==> config.mk <==
export PLATFORM = sky130hd
export DESIGN_NAME = ntcv_front
export DESIGN_NICKNAME = d
export VERILOG_FILES = /design/src/rtl/core/ntcv_pkg.sv /design/src/rtl/core/ntcv_front.sv
export SDC_FILE = /design/constraint.sdc
export NUM_CORES = 1
export LEC_CHECK = 0
export ABC_AREA = 1
export CAP_MARGIN = 10
export CORE_UTILIZATION = 39
export CTS_CLUSTER_SIZE = 40
export DETAILED_ROUTE_END_ITERATION = 12
export DONT_BUFFER_PORTS = 1
export PLACE_DENSITY = 0.62
export SYNTH_ARGS = -nofsm -noshare
export SYNTH_HDL_FRONTEND = slang
export SYNTH_SLANG_ARGS = --single-unit
export TNS_END_PERCENT = 10
==> constraint.sdc <==
create_clock -name clk -period 4.7 [get_ports clk]
set_input_delay 0.235 -clock clk [delete_from_list [all_inputs] [get_ports clk]]
set_output_delay 0.235 -clock clk [all_outputs]
set_load 0.005 [all_outputs]
==> src/rtl/core/ntcv_pkg.sv <==
`default_nettype none
package ntcv_pkg;

    localparam int ADC_BITS_DEF     = 12;
    localparam int OVERSAMPLE_DEF   = 6;
    localparam int SERIES_TERMS_DEF = 7;

    localparam int RAW_W   = 15;
    localparam int BETA_W  = 14;
    localparam int TEMP_W  = 16;
    localparam int CFG_IDX_W = 1;

    // Q30 magnitude of t, full quotient of the front divider, series accumulator
    localparam int U_W   = 31;
    localparam int QUO_W = 32;
    localparam int ACC_W = 34;

    localparam logic [CFG_IDX_W-1:0] CFG_DIVIDER_LAYOUT = 1'b0;
    localparam logic [CFG_IDX_W-1:0] CFG_BETA_VALUE     = 1'b1;

    localparam logic signed [TEMP_W-1:0] TEMP_MIN        = -16'sd27315;
    localparam logic signed [TEMP_W-1:0] TEMP_MAX        = 16'sd30000;
    localparam logic signed [TEMP_W-1:0] TEMP_LOW_CLAMP  = -16'sd5000;
    localparam logic signed [TEMP_W-1:0] TEMP_HIGH_CLAMP = 16'sd10500;
    localparam logic signed [TEMP_W-1:0] TEMP_NOMINAL    = 16'sd2500;

    typedef enum logic [1:0] {
        ST_NORMAL       = 2'd0,
        ST_LOW_CLAMP    = 2'd1,
        ST_HIGH_CLAMP   = 2'd2,
        ST_OUT_OF_RANGE = 2'd3
    } status_t;

    typedef struct packed {
        logic    res_valid;
        status_t status;
        logic    neg;
    } meta_t;

endpackage
`default_nettype wire

==> src/rtl/core/ntcv_front.sv <==
`default_nettype none
module ntcv_front #(
    parameter int ADC_BITS         = ntcv_pkg::ADC_BITS_DEF,
    parameter int OVERSAMPLE_COUNT = ntcv_pkg::OVERSAMPLE_DEF
) (
    input  wire logic                       clk,
    input  wire logic                       rst_n,
    input  wire logic                       en,
    input  wire logic                       in_v,
    input  wire logic [ntcv_pkg::RAW_W-1:0] raw_sum,
    input  wire logic                       layout,
    output logic                            v_out,
    output ntcv_pkg::meta_t                 meta_out,
    output logic [ntcv_pkg::QUO_W-1:0]      quo_out
);
    import ntcv_pkg::*;

    localparam int FS      = ((1 << ADC_BITS) - 1) * OVERSAMPLE_COUNT;
    localparam int NW      = $clog2(FS + 1);
    localparam int RW      = NW + 10;
    localparam int CMP_W   = 34;
    localparam int DSTEPS  = 4;
    localparam int DSTAGES = QUO_W / DSTEPS;
    localparam logic [CMP_W-1:0] LO_LIM = CMP_W'(FS);
    localparam logic [CMP_W-1:0] HI_LIM = CMP_W'(64'(FS) * 64'd3299);

    logic [CMP_W-1:0] s_mul;
    logic [NW-1:0]    s_n, rest, num, den, diff;
    logic             out_rng, neg;
    meta_t            meta_c;

    always_comb
    begin
        s_mul   = CMP_W'(raw_sum) * CMP_W'(3300);
        s_n     = NW'(raw_sum);
        rest    = NW'(FS) - s_n;
        num     = layout ? s_n : rest;
        den     = layout ? rest : s_n;
        out_rng = (RW'(num) * RW'(1000) <= RW'(den)) || (RW'(num) >= RW'(den) * RW'(1000));
        neg     = num < den;
        diff    = neg ? (den - num) : (num - den);
        meta_c.res_valid = 1'b1;
        meta_c.status    = ST_NORMAL;
        meta_c.neg       = neg;
        if (raw_sum == '0)
        begin
            meta_c.res_valid = 1'b0;
        end
        else if (s_mul <= LO_LIM)
        begin
            meta_c.status = ST_LOW_CLAMP;
        end
        else if (s_mul >= HI_LIM)
        begin
            meta_c.status = ST_HIGH_CLAMP;
        end
        else if (out_rng)
        begin
            meta_c.status = ST_OUT_OF_RANGE;
        end
    end

    logic              v_reg    [DSTAGES+1];
    meta_t             meta_reg [DSTAGES+1];
    logic [NW:0]       rem_reg  [DSTAGES+1];
    logic [QUO_W-1:0]  quo_reg  [DSTAGES+1];

    always_ff @(posedge clk or negedge rst_n)
    begin
        if (!rst_n)
        begin
            v_reg[0] <= 1'b0;
        end
        else if (en)
        begin
            v_reg[0] <= in_v;
        end
    end

    always_ff @(posedge clk)
    begin
        if (en)
        begin
            meta_reg[0] <= meta_c;
            rem_reg[0]  <= {1'b0, diff};
            quo_reg[0]  <= '0;
        end
    end

    // restoring division of diff * 2^32 by FS, DSTEPS quotient bits per stage
    for (genvar j = 1; j <= DSTAGES; j++)
    begin : g_div
        logic [NW:0]      r_next, r2;
        logic [QUO_W-1:0] q_next;

        always_comb
        begin
            r_next = rem_reg[j-1];
            q_next = quo_reg[j-1];
            r2     = '0;
            for (int i = 0; i < DSTEPS; i++)
            begin
                r2 = {r_next[NW-1:0], 1'b0};
                if (r2 >= (NW+1)'(FS))
                begin
                    r_next = r2 - (NW+1)'(FS);
                    q_next = {q_next[QUO_W-2:0], 1'b1};
                end
                else
                begin
                    r_next = r2;
                    q_next = {q_next[QUO_W-2:0], 1'b0};
                end
            end
        end

        always_ff @(posedge clk or negedge rst_n)
        begin
            if (!rst_n)
            begin
                v_reg[j] <= 1'b0;
            end
            else if (en)
            begin
                v_reg[j] <= v_reg[j-1];
            end
        end

        always_ff @(posedge clk)
        begin
            if (en)
            begin
                meta_reg[j] <= meta_reg[j-1];
                rem_reg[j]  <= r_next;
                quo_reg[j]  <= q_next;
            end
        end
    end

    assign v_out    = v_reg[DSTAGES];
    assign meta_out = meta_reg[DSTAGES];
    assign quo_out  = quo_reg[DSTAGES];

endmodule
`default_nettype wire

==> results by group, run 1 <==
Layout
  • Final core occ: 0.472
  • # diodes: 0
  • Max reg flops: approximately 140
  • Layout cells sized above 1: 0.183
  • Fill cells: 8645
  • Fin nets: 5576
  • Area grow syn2layout: 19.3%

Clock tree
  • H-Tree Depth: 2
  • Clock transition at path regs: 70 ps
  • Clock sink total: 301
  • CTS Buffer Depth: 3
  • Num CTS Buffers: 37
  • CTS hold repair buffers: 14
  • Clk_lat worst skew: 570 ps
  • CTS root buffer: clkbuf_16
  • CTS tree: built

Yosys
  • Avg Inst Size Synth: 7.27 sq um
  • Dominant synthesized flop cell: edfxtp_1
  • #FFs+latches synth: 301
  • Leading post-synthesis cells by instance count: 1462 x nand2_1, 709 x inv_1, 404 x nand3_1
  • YS warnings: 0
  • Gate count after technology mapping: 4743
  • Ranking of synthesized cells by area: edfxtp_1 25%, nand2_1 16%, ha_1 9.2%, inv_1 7.7%, fa_1 7.6%
  • Synth cell types: 69
  • Syn Std Cell Area: 34500 sq um
  • Number of flops mapped to enable cells by yosys: 292
  • Top-count cell post-synth: nand2_1
  • Syn_nets: 5147
  • Cell taking the most area after synthesis: edfxtp_1
  • Async SR Flop Fraction: 0.0299
  • Register area share after synthesis: 0.261
  • Synth top area share: 0.254

Floorplanning
  • Die height: 299 um
  • Die X: 299 um
  • Starting Density: 0.396
  • # IOs: 57
  • Core area: 87200 sq um
  • Full die area: around 90000 sq um
  • Cell Rows: 108

Critical path
  • CP arrival: 5910 ps
  • Max incr delay on CP: between 500 and 600 ps
  • Most common cell on crit path: nand2_2
  • CP Class: primary input to register
  • CP max-delay cell: fa_1
  • Required @ worst endpoint: a little over 5000 ps
  • Crit end category: register
  • Critical path fanouts, max: 6
  • Startpoint types: primary input

STA
  • Endpoints failing setup: 2
  • Final hold vios: 16
  • Worst Skew: 42.6 ps
  • Minimum clock period: approximately 5500 ps
  • Tightest Pin Transition: 768 ps
  • FMAX: 181 MHz
  • Slew Limit Fails: 0
  • Post-route setup slack: -821 ps
  • Worst rel slew slack: 0.488
  • Unrepaired setup endpoints after global routing: true
  • Post-route clock period utilization: 1.17
  • Worst hold slack: -227 ps

Route
  • DR vias/cell: 4.78
  • Avg WL per Cell: 12.5 um
  • Post-route ant nets: 0
  • DRC: 0
  • Pre-antenna DRT Iters: 5
  • Total wire length: 79700 um
  • Via count: 30389
  • DRT iter0 DRCs: about 1500

Placed design
  • Port Buf Inserts: 0
  • DP Wirelength: roughly 64000 um
  • RePlAce Congestion: 0.890

Hold path
  • Worst hold path class: primary input to register

Global routing
  • Global-route wire length before repair: roughly 140000 um
  • Vias in the first global route: 29271
  • Largest net degree at the start of global routing: 310
  • Initial antenna violation count: 0
  • Gr usage total: 0.178
  • Total congestion overflow: 0

Status
  • Failing checks: hold timing, setup timing
  • Status: complete, but fails checks

Job
  • MaxCap Viol Count: 0
==> critical path, delay by kind of cell <==
kind	cells	cell delay, ps
buf+inv	6	590
xor+xnor	2	390
fa+ha+maj	6	2420
simple gates	13	1410
compound gates	7	860
==> layout make-up <==
| type | count | area (sq um) | area share |
|---|---|---|---|
| Multi-Input combinational cell | 3629 | 23000 | 0.560 |
| Tap cell | 1155 | 1450 | 0.0352 |
| Clock buffer | 46 | 1010 | 0.0246 |
| Sequential cell | 301 | 8990 | 0.219 |
| Inverter | 745 | 2820 | 0.0685 |
| Clock inverter | 22 | 251 | 0.00612 |
| Timing Repair Buffer | 458 | 3570 | 0.0869 |
==> per-stage QoR <==
step / instance area (sq um) / hold WS [ps] / TNS, ps / instances / setup WS [ps]
after floorplan: 34900 / -60.6 / -1960 / 4743 / -980
after global placement: 38800 / -60.5 / -3040 / 6240 / -1540
after detailed placement: 38800 / -60.5 / -3220 / 6240 / -1630
after CTS: 40400 / -258 / -1450 / 6333 / -742
after global routing: 41100 / -249 / -3180 / 6356 / -1150
final: 41100 / -227 / -1570 / 6356 / -821
==> logic make-up after synthesis <==
kind of cell | after synthesis | synth area share
multiplexers | 4 | 0.00120
flip-flops | 301 | 0.261
AO/OA/AOI/OAI | 378 | 0.0674
AND/OR/NAND/NOR | 2605 | 0.338
buffers and inverters | 814 | 0.0990
adder cells (fa/ha/maj) | 384 | 0.168
XOR/XNOR | 257 | 0.0659
==> path summary, 6_finish.rpt <==
check                                                  start                      endpoint  slack, ps  cells after the start
worst max-delay path                              raw_sum[2]  meta_reg[0][1]$_SDFFCE_PP0P_       -820                     34
worst min-delay path                                      en     quo_reg[0][258]$_DFFE_PP_       -230                      0
worst max register to register  rem_reg[0][33]$_SDFFCE_PP0P_      rem_reg[0][50]$_DFFE_PP_        350                     26
worst min register to register      quo_reg[0][96]$_DFFE_PP_     quo_reg[0][132]$_DFFE_PP_        410                      0
max in group asynchronous                              rst_n          v_reg[5]$_DFFE_PN0P_       4360                      1
min in group asynchronous                              rst_n          v_reg[8]$_DFFE_PN0P_         50                      1
==> cell usage in the layout, fill, tap and decap left out, types with 24 or more instances in the layout <==
cell and instances:
xnor2_1 50, nand4_1 76, ha_4 24, ha_1 228, nor3_1 24, inv_2 49
inv_1 688, o21ai_0 95, clkbuf_16 39, nor2_2 62, nand2_4 34, a21oi_2 31
nand3_1 398, xor2_1 195, nor2_1 358, o21ai_1 52, edfxtp_1 292, nand2_1 1439
nand3b_1 28, fa_1 130, buf_4 432, a21oi_1 90, nand2_2 101
==> layer usage <==
metal,GRT usage,up-vias,share of wire
li1,-,16004,-
met1,0.228,13947,0.46
met2,0.317,335,0.49
met3,0.0185,103,0.028
met4,0.0446,0,0.021
met5,0,-,0
==> repair_timing <==
action,in CTS,in global routing
setup buffers,11,22
setup endpoints to repair,2,99
gates resized for setup,32,124
gates cloned,0,1
pin swaps,26,63
hold endpoints to repair,265,190
Power of run 1 is left out: the tool's default activity adds up to more than one toggle a clock period on the data nets, which glitch-free logic cannot reach.
==> run 2: changes to the inputs <==
--- a/config.mk
+++ b/config.mk
@@ -5,13 +5,13 @@
 export SDC_FILE = /design/constraint.sdc
 export NUM_CORES = 1
 export LEC_CHECK = 0
-export ABC_AREA = 1
 export CAP_MARGIN = 10
 export CORE_UTILIZATION = 39
 export CTS_CLUSTER_SIZE = 40
 export DETAILED_ROUTE_END_ITERATION = 12
 export DONT_BUFFER_PORTS = 1
 export PLACE_DENSITY = 0.62
+export SKIP_CTS_REPAIR_TIMING = 1
 export SYNTH_ARGS = -nofsm -noshare
 export SYNTH_HDL_FRONTEND = slang
 export SYNTH_SLANG_ARGS = --single-unit
==> run 2 against run 1 <==
The run ends with setup timing left. Final cell count decreased by 15%. Register-to-register slack worse by 1200 ps. Routed wire length rose by 7.1%. Final area is 1.0% higher. Core utilization rose by 4.1 points. First-iteration DRC count grew 2.3%. Critical path depth shrank 3. Non-clock buffer count rose by 372. Clock skew decreased by 19 ps. Sequential share of layout area down 0.22 points. Flip-flop and latch count did not move. Critical path type unchanged. Highest routed layer is now met5.
==> results by group, run 2 <==
Critical path
  • R2R depth: 24 (-7.7%)
  • Worst r2r src: rem_reg[0][2]$_DFFE_PP_
  • R2r setup slk: -830 ps (-1180 ps)
  • Reg-to-Reg End: rem_reg[0][20]$_DFFE_PP_
  • Required @ worst endpoint: 5130 ps (+40 ps)
  • Startpoint types: primary input
  • Worst Setup SP: raw_sum[2]
  • CP arrival: 5970 ps (+60 ps)
  • Max incr delay on CP: 490 ps (-80 ps)
  • Crit end category: register
  • CP Class: primary input to register
  • CP max-delay cell: fa_1
  • Critical path fanouts, max: 6 (unchanged)
  • Most common cell on crit path: ha_1

STA
  • Final hold vios: 0 (-16)
  • Post-route clock period utilization: 1.18 (+0.00549)
  • Unrepaired setup endpoints after global routing: true
  • Slew Limit Fails: 0 (unchanged)
  • Minimum clock period: 5550 ps (+25.8 ps)
  • FMAX: 180 MHz (-0.46%)
  • Worst Skew: 23.4 ps (-19.2 ps)
  • Endpoints failing setup: 30 (+28)
  • Worst rel slew slack: 0.235 (-0.253)
  • Post-route setup slack: -846 ps (-25.8 ps)
  • Worst hold slack: 53.6 ps (+281 ps)
  • Tightest Pin Transition: 1150 ps (+379 ps)

Clock tree
  • CTS root buffer: clkbuf_16
  • CTS tree: built
  • Clk_lat worst skew: 560 ps (about the same)
  • Clock transition at path regs: 60 ps (about the same)
  • CTS Buffer Depth: 3 (unchanged)
  • H-Tree Depth: 2 (unchanged)
  • Clock sink total: 301 (unchanged)
  • Num CTS Buffers: 37 (unchanged)

Route
  • DRT iter0 DRCs: 1555 (+2.3%)
  • DRC: 0 (unchanged)
  • Total wire length: 85300 um (+7.1%)
  • Via count: 29190 (-3.9%)
  • DR vias/cell: 5.41 (+13%)
  • Avg WL per Cell: 15.8 um (+26%)
  • Pre-antenna DRT Iters: 5 (unchanged)
  • Post-route ant nets: 0 (unchanged)

Yosys
  • YS warnings: 0 (unchanged)
  • Synth cell types: 114 (+65%)
  • #FFs+latches synth: 301 (unchanged)
  • Ranking of synthesized cells by area: edfxtp_1 27%, ha_1 9.8%, fa_1 8.2%, xnor2_1 6.0%, inv_1 3.9%
  • Synth top area share: 0.273 (+0.0184)
  • Top-count cell post-synth: inv_1
  • Dominant synthesized flop cell: edfxtp_1
  • Number of flops mapped to enable cells by yosys: 292 (unchanged)
  • Async SR Flop Fraction: 0.0299 (unchanged)
  • Leading post-synthesis cells by instance count: 332 x inv_1, 292 x edfxtp_1, 289 x nand2_1
  • Register area share after synthesis: 0.280 (+0.0189)
  • Gate count after technology mapping: 3556 (-25%)
  • Syn_nets: 3960 (-23%)
  • Cell taking the most area after synthesis: edfxtp_1
  • Avg Inst Size Synth: 9.04 sq um (+24%)
  • Syn Std Cell Area: 32100 sq um (-6.7%)

Status
  • Status: complete, but fails checks
  • Failing checks: setup timing

Global routing
  • Initial antenna violation count: 1 (+1)
  • Largest net degree at the start of global routing: 302 (-2.6%)
  • Vias in the first global route: 28006 (-4.3%)
  • Global-route wire length before repair: 139000 um (+2.4%)
  • Total congestion overflow: 0 (unchanged)
  • Gr usage total: 0.199 (+0.0215)

Power and ir drop
  • P_sw: 0.0160 W
  • Combinational share of power: 0.785
  • Switching Fraction: 0.458
  • Flop pwr share: 0.137
  • Int Pwr: 0.0189 W
  • Clk pwr share: 0.078
  • Worst vdd rail ir drop: 0.580 mV
  • Pleak: 17.4 nW
  • Power Total: 0.0349 W
  • P per Cell Area: 839 nW/um^2

Floorplanning
  • Starting Density: 0.397 (+0.00106)
  • Die height: 289 um (-3.4%)
  • # IOs: 57 (unchanged)
  • Die X: 289 um (-3.4%)
  • Full die area: 83600 sq um (-6.7%)
  • Cell Rows: 104 (-3.7%)
  • Core area: 81100 sq um (-7.0%)

Placed design
  • DP Wirelength: 66900 um (+5.3%)
  • Port Buf Inserts: 0 (unchanged)
  • Pre-CTS WS: -1810 ps (-181 ps)
  • RePlAce Congestion: 0.904 (+1.6%)

Layout
  • # diodes: 0 (unchanged)
  • Most frequent cells in the layout: 816 x buf_4, 322 x inv_1, 292 x edfxtp_1, 288 x nand2_1, 236 x ha_1
  • Layout cells sized above 1: 0.269 (+0.0855)
  • Commonest non-fill, non-tap cell in the layout: buf_4
  • Area grow syn2layout: 29.2%
  • Fin nets: 4708 (-16%)
  • Max reg flops: 144 (unchanged)
  • Fill cells: 7549 (-13%)

Hold path
  • Worst hold path class: primary input to asynchronous set/reset pin

Job
  • MaxCap Viol Count: 0 (unchanged)
-- run 2: changes by cell type in the layout (fill, tap and decap cells not counted), moves of 54 or more --
cell / change
a21oi_1: +79
a31oi_1: +55
buf_4: +384
inv_1: -366
nand2_1: -1151
nand2_2: -100
nand3_1: -293
nor2_1: -135
nor3_1: +54
xnor2_1: +152
xor2_1: -107
-- run 2: cells by family after synthesis --
kind of cell,Yosys count,synth area share
simple gates,1161,0.187
fa+ha+maj,387,0.181
flops,301,0.280
xor+xnor,310,0.0847
buf+inv,463,0.0572
compound gates,864,0.187
mux,70,0.0234
-- run 2: power by group through the flow --
| stage | combinational, W | sequential (W) | clock [W] |
|---|---|---|---|
| floorplan | 0.0162 | 0.00473 | 0 |
| global placement | 0.0252 | 0.00481 | 0 |
| detailed placement | 0.0256 | 0.00481 | 0 |
| CTS | 0.0257 | 0.00477 | 0.00283 |
| global route | 0.0303 | 0.00488 | 0.00292 |
| finish | 0.0274 | 0.00477 | 0.00272 |
-- run 2: worst max-delay path: cells and delay by family --
kind	cells	cell delay [ps]
fa+ha+maj	7	2510
buf+inv	6	680
simple gates	7	710
compound gates	9	1420
xor+xnor	2	390
-- run 2: area by class of cell --
| cell class | count | area, sq um | share of cell area |
|---|---|---|---|
| clock buffers | 44 | 952 | 0.0229 |
| clock inverters | 23 | 194 | 0.00467 |
| inverters | 342 | 1290 | 0.0312 |
| multi-input cells | 2792 | 22400 | 0.540 |
| flip-flops and latches | 301 | 8990 | 0.217 |
| well taps | 1060 | 1330 | 0.0319 |
| repair buffers | 830 | 6320 | 0.152 |
-- run 2: metrics by stage --
stage | setup TNS [ps] | util | area, sq um | instances
6_report | -14400 | 0.512 | 41500 | 5392
5_1_grt | -26260 | 0.512 | 41500 | 5392
4_1_cts | -20460 | 0.497 | 40300 | 5367
3_5_place_dp | -21040 | 0.483 | 39100 | 5300
3_3_place_gp | -19470 | 0.483 | 39100 | 5300
2_1_floorplan | -50260 | - | 32300 | 3556
-- run 2: worst max-delay path by stage --
stage	to	cells past startpoint
after floorplan	meta_reg[0][1]$_SDFFCE_PP0P_	27
after CTS	meta_reg[0][1]$_SDFFCE_PP0P_	31
after global placement	meta_reg[0][1]$_SDFFCE_PP0P_	29
final	meta_reg[0][1]$_SDFFCE_PP0P_	31
after global routing	meta_reg[0][1]$_SDFFCE_PP0P_	29
after detailed placement	meta_reg[0][1]$_SDFFCE_PP0P_	31
-- run 2: metal layers --
layer	track usage	share of wire
met2	0.343	0.48
met5	0	0.00015
met4	0.0491	0.019
met1	0.267	0.47
met3	0.0198	0.032
Power figures use the tool's default switching activity.
